<file path="config.mk">
export PLATFORM = sky130hd
export DESIGN_NAME = cmpq_fifo
export DESIGN_NICKNAME = d
export VERILOG_FILES = /design/src/cmpq_pkg.sv /design/src/cmpq_fifo.sv
export SDC_FILE = /design/constraint.sdc
export NUM_CORES = 1
export LEC_CHECK = 0
export BUFFER_PORTS_ARGS = -buffer_cell sky130_fd_sc_hd__buf_2
export CAP_MARGIN = 10
export CORE_MARGIN = 5
export CORE_UTILIZATION = 40
export CTS_BUF_LIST = sky130_fd_sc_hd__clkbuf_8
export DETAILED_ROUTE_END_ITERATION = 7
export PLACE_DENSITY = 0.63
export SYNTH_ARGS = -nofsm -noshare
export SYNTH_HDL_FRONTEND = slang
export SYNTH_SLANG_ARGS = --single-unit
</file>
<file path="constraint.sdc">
create_clock -name clk -period 5.9 [get_ports clk]
set_input_delay 0.295 -clock clk [delete_from_list [all_inputs] [get_ports clk]]
set_output_delay 0.295 -clock clk [all_outputs]
set_load 0.02 [all_outputs]
</file>
<file path="src/cmpq_pkg.sv">
// ----------------------------------------------------------------------------
// cmpq_pkg
// shared constants, codes and item types of the complex magnitude priority queue
// ----------------------------------------------------------------------------
package cmpq_pkg;

    localparam int CAPACITY   = 64;
    localparam int PART_WIDTH = 16;

    // a square of a signed part fits in 2*PART_WIDTH-1 bits, their sum in 2*PART_WIDTH
    localparam int SQ_W    = 2 * PART_WIDTH - 1;
    localparam int KEY_W   = 2 * PART_WIDTH;
    localparam int COUNT_W = $clog2(CAPACITY + 1);

    localparam int FIFO_DEPTH = 2;
    localparam int FIFO_PTR_W = (FIFO_DEPTH > 1) ? $clog2(FIFO_DEPTH) : 1;
    localparam int FIFO_CNT_W = $clog2(FIFO_DEPTH + 1);

    localparam logic CMD_INSERT = 1'b0;
    localparam logic CMD_POP    = 1'b1;

    typedef enum logic [1:0] {
        ST_INSERTED = 2'd0,
        ST_POPPED   = 2'd1,
        ST_EMPTY    = 2'd2,
        ST_FULL     = 2'd3
    } status_t;

    // classified item as it travels from the front end to the sorted array
    typedef struct packed {
        logic                         cmd;
        logic signed [PART_WIDTH-1:0] re;
        logic signed [PART_WIDTH-1:0] im;
        logic [KEY_W-1:0]             key;
    } op_item_t;

endpackage

</file>
<file path="src/cmpq_fifo.sv">
// ----------------------------------------------------------------------------
// cmpq_fifo
// short item queue between the front end and the sorted array
// ----------------------------------------------------------------------------
module cmpq_fifo
(
    input  logic               clk,
    input  logic               rst_n,
    input  logic               push,
    input  cmpq_pkg::op_item_t push_item,
    input  logic               pop,
    output logic               full,
    output logic               not_empty,
    output cmpq_pkg::op_item_t head_item
);

    cmpq_pkg::op_item_t                 mem_reg [cmpq_pkg::FIFO_DEPTH];
    logic [cmpq_pkg::FIFO_PTR_W-1:0]    wr_ptr_reg;
    logic [cmpq_pkg::FIFO_PTR_W-1:0]    wr_ptr_next;
    logic [cmpq_pkg::FIFO_PTR_W-1:0]    rd_ptr_reg;
    logic [cmpq_pkg::FIFO_PTR_W-1:0]    rd_ptr_next;
    logic [cmpq_pkg::FIFO_CNT_W-1:0]    cnt_reg;
    logic [cmpq_pkg::FIFO_CNT_W-1:0]    cnt_next;
    logic                               do_push;
    logic                               do_pop;

    assign full      = (cnt_reg == cmpq_pkg::FIFO_CNT_W'(cmpq_pkg::FIFO_DEPTH));
    assign not_empty = (cnt_reg != '0);
    assign head_item = mem_reg[rd_ptr_reg];
    assign do_push   = push && !full;
    assign do_pop    = pop && not_empty;

    always_comb
    begin
        wr_ptr_next = wr_ptr_reg;
        rd_ptr_next = rd_ptr_reg;
        cnt_next    = cnt_reg;
        if (do_push)
        begin
            if (wr_ptr_reg == cmpq_pkg::FIFO_PTR_W'(cmpq_pkg::FIFO_DEPTH - 1))
            begin
                wr_ptr_next = '0;
            end
            else
            begin
                wr_ptr_next = wr_ptr_reg + 1'b1;
            end
        end
        if (do_pop)
        begin
            if (rd_ptr_reg == cmpq_pkg::FIFO_PTR_W'(cmpq_pkg::FIFO_DEPTH - 1))
            begin
                rd_ptr_next = '0;
            end
            else
            begin
                rd_ptr_next = rd_ptr_reg + 1'b1;
            end
        end
        if (do_push && !do_pop)
        begin
            cnt_next = cnt_reg + 1'b1;
        end
        else if (do_pop && !do_push)
        begin
            cnt_next = cnt_reg - 1'b1;
        end
    end

    always_ff @(posedge clk or negedge rst_n)
    begin
        if (!rst_n)
        begin
            wr_ptr_reg <= '0;
            rd_ptr_reg <= '0;
            cnt_reg    <= '0;
        end
        else
        begin
            wr_ptr_reg <= wr_ptr_next;
            rd_ptr_reg <= rd_ptr_next;
            cnt_reg    <= cnt_next;
        end
    end

    always_ff @(posedge clk)
    begin
        if (do_push)
        begin
            mem_reg[wr_ptr_reg] <= push_item;
        end
    end

endmodule

</file>
==> run_results.csv, run 1 <==
group,metric,value,unit
yosys,synth_nets,291,
route,vias,2494,
clocking,clk_pin_slew,0.07,ns
critical_path,start_kind,"register",
die,row_count,41,
sta,hold_violations,0,
yosys,syn-mean-instance-area,22.8,um2
clocking,clkSinkCount,134,
yosys,synth.top_cell.area_share,77.3,%
yosys,synth-edff-count,130,
die,io_pins,136,
sta,fin_crit_sh,43.3,%
sta,finalMaxSlewViolations,0,
sta,setup_tns,0,ns
route,antenna_left,0,
route,wirelength,8850,um
yosys,synthTopCellsByArea,"edfxtp_1 77%, mux2_4 12%, mux2_2 5.6%",
global_route,grt_pass1_wl,13100,um
sta,max_freq,391,MHz
clocking,cts_max_path_buffers,2,
die,start_util,40.3,%
global_route,gr-total-overflow,0,
route,viasPerCell,4.43,
critical_path,cp_data_arrival_time,2.26,ns
yosys,postSynthCellCount,221,
critical_path,critPathKind,"reg -> out",
finish,nNetsFinal,447,
yosys,ys_seq_area_share,79.3,%
yosys,syn_area,5050,um2
route,first_iter_violations,128,
hold_path,holdPathStages,1,
pwr,irDropWorstVdd,0.000602,V
global_route,first_global_vias,2628,
pwr,pwr-share-clk,27.0,%
yosys,ys_types,15,
finish,layoutNonFillerInstCount,563,
pwr,power.internal,2.37,mW
flow_run,max-cap-violations,0,
critical_path,crit_fanout,66,
finish,drive_above_1_share,60.0,%
pwr,p_per_area,529,nW/um2
pwr,combPwrFrac,30.1,%
pwr,power,3.43,mW
die,dieArea,15000,um2
finish,regArea,4010,um2
pwr,sw_frac_of_total,30.8,%
sta,fin_crit,2.56,ns
route,wl_per_cell,15.7,um
clocking,cts_inserted_buffers,17,
yosys,synth_common_cells,"130 x edfxtp_1, 40 x mux2_4, 25 x mux2_2",
finish,num-fill-cells,1066,
placement,io_buffers,135,
sta,worstMarginPinSlew,1.15,ns
placement,gp_congestion,0.687,
sta,setup_violations,0,
yosys,synthFlopType,"edfxtp_1",
route,drc,0,
route,drt-pass1-iter-count,4,
sta,rsz0062_at_grt,"no",
placement,dp.final_hpwl,5590,um
sta,relSlewSlack,23.7,%
placement,dp_cells,522,
sta,skew,0.00736,ns
global_route,antenna_found_initial,0,
yosys,synth_most_common_cell,"edfxtp_1",
pwr,p_seq_share,42.9,%
finish,postLayoutCoreUtil,51.7,%
clocking,cts-root-buf,"clkbuf_8",
pwr,leakagePower,2.55,nW
critical_path,reg2reg_depth,4,
clocking,cts_tree,"yes",
global_route,grt_max_degree,67,
finish,area.growth.synth_to_final,28.2,%
yosys,synth_largest_area_cell,"edfxtp_1",
outcome,status,"complete, no violations",
clocking,clk_latency,0.43,ns
critical_path,cp.required,5.61,ns
global_route,grt.total_usage,12.0,%
finish,multiInputGateArea,985,um2
critical_path,crit_path_end_kind,"primary output",
pwr,p_switching,1.05,mW
yosys,synthArstFlopShare,2.99,%
die,fp.dieW,122,um
die,core_area,12500,um2
die,die_y,122,um
finish,largest_reg_flops,130,
yosys,synth_warnings,0,
yosys,synth_seq_cells,134,
clocking,htree_levels,4,
hold_path,hold_class,"in -> reg",
per-stage QoR:
stage	setup slack, ns	hold slack, ns	cell area [um2]
after floorplan	2.07	-0.000591	5050
after detailed placement	3.42	0.107	5900
after global placement	3.53	0.104	5900
after CTS	3.28	0.00416	6400
after global routing	3.22	-0.00148	6470
final	3.34	0.0468	6470
area by class of cell:
class / count / area share (%)
flip-flops and latches: 134 / 61.9
multi-input cells: 78 / 15.2
repair buffers: 144 / 11.8
clock inverters: 15 / 3.98
clock buffers: 17 / 3.61
well taps: 172 / 3.32
inverters: 2 / 0.116
diodes: 1 / 0.0387
power by group through the flow:
| stage | Clock, mW | Sequential [mW] | Combinational (mW) |
|---|---|---|---|
| 3_5_place_dp | 0 | 1.50 | 1.05 |
| 2_1_floorplan | 0 | 1.38 | 0.861 |
| 6_report | 0.925 | 1.47 | 1.03 |
| 5_1_grt | 0.993 | 1.50 | 1.10 |
| 4_1_cts | 0.951 | 1.48 | 1.05 |
| 3_3_place_gp | 0 | 1.49 | 1.04 |
timing repair:
| item | in CTS | in global routing |
|---|---|---|
| resized for setup | 0 | 0 |
| endpoints found under the hold margin | 4 | 11 |
| hold buffers | 1 | 7 |
| setup buffers | 0 | 0 |
cell families after synthesis:
family                     after synthesis  synth area share, %
DFF                                    134                 79.3
xor gates and xnor gates                 5                0.867
buffers and inverters                    9                 1.46
muxes                                   65                 17.5
and+or+nand+nor                          7                0.669
adders and majority gates                1                0.248
metal layers:
metal | up-vias | GRT usage [%] | wire (um)
met5 | - | 0 | 0
met2 | 99 | 18.8 | 4320
met4 | 0 | 5.25 | 139
met1 | 1203 | 13.9 | 3690
met3 | 11 | 6.08 | 706
li1 | 1181 | - | -
worst paths after layout:
kind,from,to,slack (ns)
max in group asynchronous,rst_n,rd_ptr_reg$_DFFE_PN0P_,5.57
max reg2reg,cnt_reg[0]$_DFFE_PN0P_,mem_reg[0][34]$_DFFE_PP_,3.51
max,rd_ptr_reg$_DFFE_PN0P_,head_item[50],3.34
min reg2reg,cnt_reg[1]$_DFFE_PN0P_,cnt_reg[1]$_DFFE_PN0P_,0.51
min in group asynchronous,rst_n,cnt_reg[1]$_DFFE_PN0P_,0.19
min,push_item[4],mem_reg[0][4]$_DFFE_PP_,0.05
worst max-delay path: stages, from the launching register on:
cell and delay, ns:
dfrtp_4 1.16, mux2_2 0.43, buf_2 0.16
cell usage in the layout (no fill, tap or decap), types with 3 or more instances in the layout:
cell type / instances
xnor2_1: 3
clkbuf_8: 17
buf_2: 135
dlygate4sd3_1: 8
inv_1: 3
mux2_4: 40
mux2_2: 25
bufinv_16: 7
dfrtp_1: 3
clkinvlp_4: 3
edfxtp_1: 130
No activity file was read; power rests on OpenSTA's default activity.
==> run 2, diff against run 1 <==
clock period = 2.7 ns   (was 5.9 ns; I/O delays follow)
==> run 2 against run 1 <==
Compared with the run above:
- sequential share of layout area down 4.7 points
- via count up 9.2%
- cell count up 11%
- critical path depth up 1
- non-clock buffer count up 63
- critical endpoint is now head_item[48]
==> run_results.csv, run 2 (synthesis results as in run 1) <==
group,metric,value,unit
clocking,clk_pin_slew,0.07,ns
global_route,grt_pass1_wl,14900,um
critical_path,r2r_setup_slack,1.05,ns
sta,worstMarginPinSlew,0.521,ns
global_route,grt.total_usage,13.4,%
pwr,power,7.17,mW
sta,fin_crit,2.14,ns
critical_path,crit_slowest_cell,"dfrtp_4",
route,viasPerCell,4.36,
critical_path,crit_fanout,21,
die,fp.dieW,122,um
placement,gp_congestion,0.691,
pwr,p_switching,2.29,mW
finish,area.growth.synth_to_final,38.7,%
sta,setup_violations,0,
sta,holdWs,0.0583,ns
critical_path,cp_data_arrival_time,2.00,ns
sta,relSlewSlack,65.3,%
clocking,htree_levels,4,
pwr,pwr-share-clk,22.1,%
finish,multiInputGateArea,985,um2
placement,postPlaceCellArea,5950,um2
sta,rsz0062_at_grt,"no",
placement,io_buffers,135,
critical_path,path_cells,"buf_4, mux2_2, buf_2",
critical_path,crit_path_end_kind,"primary output",
clocking,clkSinkCount,134,
finish,final_common_cell,"buf_2",
sta,hold_violations,0,
pwr,power.internal,4.88,mW
finish,layoutNonFillerInstCount,625,
die,die_y,122,um
clocking,cts_hold_buf,67,
route,wl_per_cell,15.3,um
sta,fin_ws,0.560,ns
die,row_count,41,
route,antenna_left,0,
die,io_pins,136,
finish,postLayoutCoreUtil,56.0,%
die,dieArea,15000,um2
finish,largest_reg_flops,130,
finish,nNetsFinal,510,
route,vias,2724,
clocking,ctsResizeCount,0,
pwr,p_seq_share,42.5,%
flow_run,max-cap-violations,0,
critical_path,start_kind,"register",
placement,dp_cells,526,
critical_path,critPathKind,"reg -> out",
sta,finalMaxSlewViolations,0,
finish,diodes,0,
clocking,cts_inserted_buffers,17,
placement,place_ws,1.00,ns
clocking,clk_latency,0.43,ns
clocking,cts_max_path_buffers,2,
outcome,status,"complete, no violations",
route,first_iter_violations,165,
sta,skew,0.00483,ns
critical_path,slowest_delay,0.67,ns
critical_path,reg2reg_depth,4,
sta,fin_crit_sh,79.2,%
global_route,gr-total-overflow,0,
route,wirelength,9580,um
pwr,combPwrFrac,35.3,%
critical_path,cp.required,2.57,ns
sta,max_freq,467,MHz
clocking,post_cts_buffers,0,
pwr,p_per_area,1020,nW/um2
pwr,sw_frac_of_total,31.9,%
placement,dp.final_hpwl,5900,um
finish,regArea,4010,um2
pwr,irDropWorstVdd,0.000544,V
finish,final_cell_mix,"135 x buf_2, 130 x edfxtp_1, 67 x dlygate4sd3_1",
clocking,cts-root-buf,"clkbuf_8",
finish,finish.instance_area,7000,um2
sta,setup_tns,0,ns
pwr,leakagePower,2.79,nW
finish,drive_above_1_share,52.1,%
route,drc,0,
hold_path,hold_class,"in -> async",
clocking,cts_tree,"yes",
die,core_area,12500,um2
global_route,grt_max_degree,52,
finish,num-fill-cells,1017,
route,drt-pass1-iter-count,4,
global_route,antenna_found_initial,0,
die,start_util,40.3,%
global_route,first_global_vias,2993,
==> run 2: cell count changes in the layout (fill, tap and decap cells not counted) <==
cell,change
diode_2,-1
inv_1,+2
inv_6,-1
bufinv_16,-4
buf_12,+2
clkinvlp_4,-2
dlygate4sd3_1,+59
clkinv_2,+5
buf_4,+2
==> run 2: layout make-up <==
cell class / count / area share, %
sequential: 134 / 57.2
timing repair buffer: 207 / 20.1
multi-input combinational: 78 / 14.1
clock buffer: 17 / 3.34
tap: 172 / 3.07
clock inverter: 15 / 2.09
inverter: 2 / 0.107
==> run 2: worst paths after layout <==
path,from,to
worst min-delay path,rst_n,wr_ptr_reg$_DFFE_PN0P_
worst max-delay path,rd_ptr_reg$_DFFE_PN0P_,head_item[48]
max in group asynchronous,rst_n,rd_ptr_reg$_DFFE_PN0P_
worst min register to register,cnt_reg[1]$_DFFE_PN0P_,cnt_reg[1]$_DFFE_PN0P_
min in group clk,push,wr_ptr_reg$_DFFE_PN0P_
worst max register to register,cnt_reg[0]$_DFFE_PN0P_,mem_reg[0][19]$_DFFE_PP_
==> run 2: per-layer routing <==
layer	up-vias	GRT usage, %	routed length (um)
li1	1306	-	-
met1	1304	15.2	3900
met2	106	22.5	4870
met3	8	5.94	714
met4	0	4.83	92
met5	-	0	0
==> run 2: power groups by stage <==
| stage | combinational (mW) | sequential (mW) | clock (mW) |
|---|---|---|---|
| 2_1_floorplan | 1.89 | 3.00 | 0 |
| 3_3_place_gp | 2.49 | 3.08 | 0 |
| 3_5_place_dp | 2.50 | 3.11 | 0 |
| 4_1_cts | 2.59 | 3.06 | 1.64 |
| 5_1_grt | 2.70 | 3.10 | 1.74 |
| 6_report | 2.53 | 3.05 | 1.59 |
==> run 2: worst max-delay path: cells and delay by family, from the launching register on <==
kind / cells / cell delay [ns]
buf+inv: 2 / 0.51
flops: 1 / 0.67
mux: 1 / 0.37
==> run 3, diff against run 2 <==
clock period = 2.2 ns   (was 2.7 ns; I/O delays follow)
==> run 3 against run 2 <==
Compared with the run above:
- count of clock-buffer cells in the layout unchanged
- critical path depth unchanged
- non-clock buffer count increased by 3
- hold slack improved by 0.00097 ns
- first-iteration DRC count decreased by 24%
- core utilization decreased by 0.47 points
- final area decreased by 0.84%
- total power increased by 18%
- sequential share of layout area increased by 0.48 points
- critical endpoint is now head_item[62]
==> run_results.csv, run 3 (synthesis results as in run 1) <==
group,metric,value,unit
clocking,cts_max_path_buffers,2,
clocking,clk_latency,0.43,ns
sta,relSlewSlack,77.2,%
clocking,clk_pin_slew,0.06,ns
critical_path,crit_start,"rd_ptr_reg$_DFFE_PN0P_",
sta,fin_ws,0.145,ns
clocking,cts-root-buf,"clkbuf_8",
critical_path,path_cells,"buf_4, mux2_2, buf_2",
clocking,htree_levels,4,
sta,holdWs,0.0592,ns
hold_path,hold_class,"in -> reg",
critical_path,critPathKind,"reg -> out",
placement,io_buffers,135,
die,row_count,41,
pwr,leakagePower,2.76,nW
sta,fin_crit_sh,93.4,%
global_route,gr-total-overflow,0,
finish,drive_above_1_share,51.2,%
critical_path,cp.required,2.09,ns
route,drc,0,
critical_path,cp_num_buf_inv,2,
clocking,cts_inserted_buffers,17,
finish,diodes,0,
placement,place_ws,0.574,ns
die,start_util,40.3,%
clocking,cts_hold_buf,68,
die,die_y,122,um
sta,worstMarginPinSlew,0.342,ns
global_route,antenna_found_initial,0,
critical_path,start_kind,"register",
placement,gp_congestion,0.698,
global_route,grt_pass1_wl,14800,um
placement,dp_cells,528,
critical_path,cpLargestDelayFamily,"flip-flops",
route,route.met3.wl,663,um
placement,postPlaceCellArea,5980,um2
finish,multiInputGateArea,985,um2
placement,dp.final_hpwl,5980,um
sta,setup_tns,0,ns
route,antenna_left,0,
finish,area.growth.synth_to_final,37.5,%
sta,max_freq,487,MHz
flow_run,max-cap-violations,0,
clocking,cts_tree,"yes",
critical_path,cp_data_arrival_time,1.94,ns
die,fp.dieW,122,um
finish,finish.instance_area,6950,um2
route,top_layer_used,"met4",
route,drt-pass1-iter-count,4,
die,io_pins,136,
route,viasPerCell,4.46,
clocking,ctsResizeCount,0,
sta,fin_crit,2.05,ns
critical_path,crit_slowest_cell,"dfrtp_4",
global_route,grt.total_usage,13.5,%
finish,regArea,4010,um2
clocking,clkSinkCount,134,
finish,largest_reg_flops,130,
sta,skew,0.00932,ns
finish,final_common_cell,"buf_2",
sta,hold_violations,0,
finish,num-fill-cells,1035,
route,vias,2786,
critical_path,slowest_delay,0.64,ns
critical_path,crit_fanout,22,
outcome,status,"complete, no violations",
global_route,grt_max_degree,48,
global_route,first_global_vias,2998,
critical_path,worstReg2RegStart,"cnt_reg[0]$_DFFE_PN0P_",
finish,final_cell_mix,"135 x buf_2, 130 x edfxtp_1, 68 x dlygate4sd3_1",
route,wirelength,9650,um
pwr,p_per_area,1220,nW/um2
finish,layoutNonFillerInstCount,625,
finish,nNetsFinal,513,
clocking,post_cts_buffers,0,
sta,finalMaxSlewViolations,0,
route,wl_per_cell,15.4,um
pwr,irDropWorstVdd,0.000587,V
route,first_iter_violations,125,
die,dieArea,15000,um2
critical_path,crit_path_end_kind,"primary output",
route,wl_met1,3790,um
route,wl_met2,5020,um
sta,setup_violations,0,
sta,rsz0062_at_grt,"no",
die,core_area,12500,um2
hold_path,hold_start,"push",
==> run 3: changes by cell type in the layout (fill, tap and decap cells not counted), sizes merged <==
cell	before	now
buf	140	142
bufinv	3	0
clkinv	8	10
clkinvlp	1	0
dlygate4sd3	67	68
inv	5	4
==> run 3: area by class of cell <==
| cell class | count | share of cell area, % |
|---|---|---|
| inverters | 2 | 0.108 |
| clock buffers | 17 | 3.37 |
| multi-input cells | 78 | 14.2 |
| repair buffers | 210 | 20.8 |
| well taps | 172 | 3.10 |
| flip-flops and latches | 134 | 57.7 |
| clock inverters | 12 | 0.721 |
==> run 3: per-layer routing <==
metal | up-vias | global-route usage, %
met1 | 1361 | 14.9
met2 | 98 | 22.9
met3 | 17 | 5.16
met4 | 0 | 6.30
met5 | - | 0
li1 | 1310 | -
==> run 3: worst reg2reg max path, delay by kind of cell (launching register included) <==
kind / cells / cell delay (ns)
AND/OR/NAND/NOR: 2 / 0.57
buffers and inverters: 1 / 0.26
flip-flops: 1 / 0.41
==> run 3: path summary, 6_finish.rpt <==
path,end,slack (ns),cells after the start
max in group asynchronous,rd_ptr_reg$_DFFE_PN0P_,1.40,3
min in group asynchronous,rd_ptr_reg$_DFFE_PN0P_,0.60,3
setup / recovery,head_item[62],0.15,3
hold / removal,wr_ptr_reg$_DFFE_PN0P_,0.06,3
hold reg to reg,cnt_reg[1]$_DFFE_PN0P_,0.50,1
setup reg to reg,mem_reg[1][18]$_DFFE_PP_,0.64,3
==> run 3: where the power goes <==
group | internal, mW | total (mW) | switching, mW
clock network | 0.715 | 1.54 | 0.820
logic | 1.44 | 3.18 | 1.74
registers | 3.49 | 3.73 | 0.232
==> run 3: metrics by stage <==
step	power [mW]	util (%)
after global placement	6.88	47.8
after floorplan	5.98	-
after detailed placement	6.93	47.8
after global routing	8.89	55.5
after CTS	8.57	55.5
final	8.44	55.5
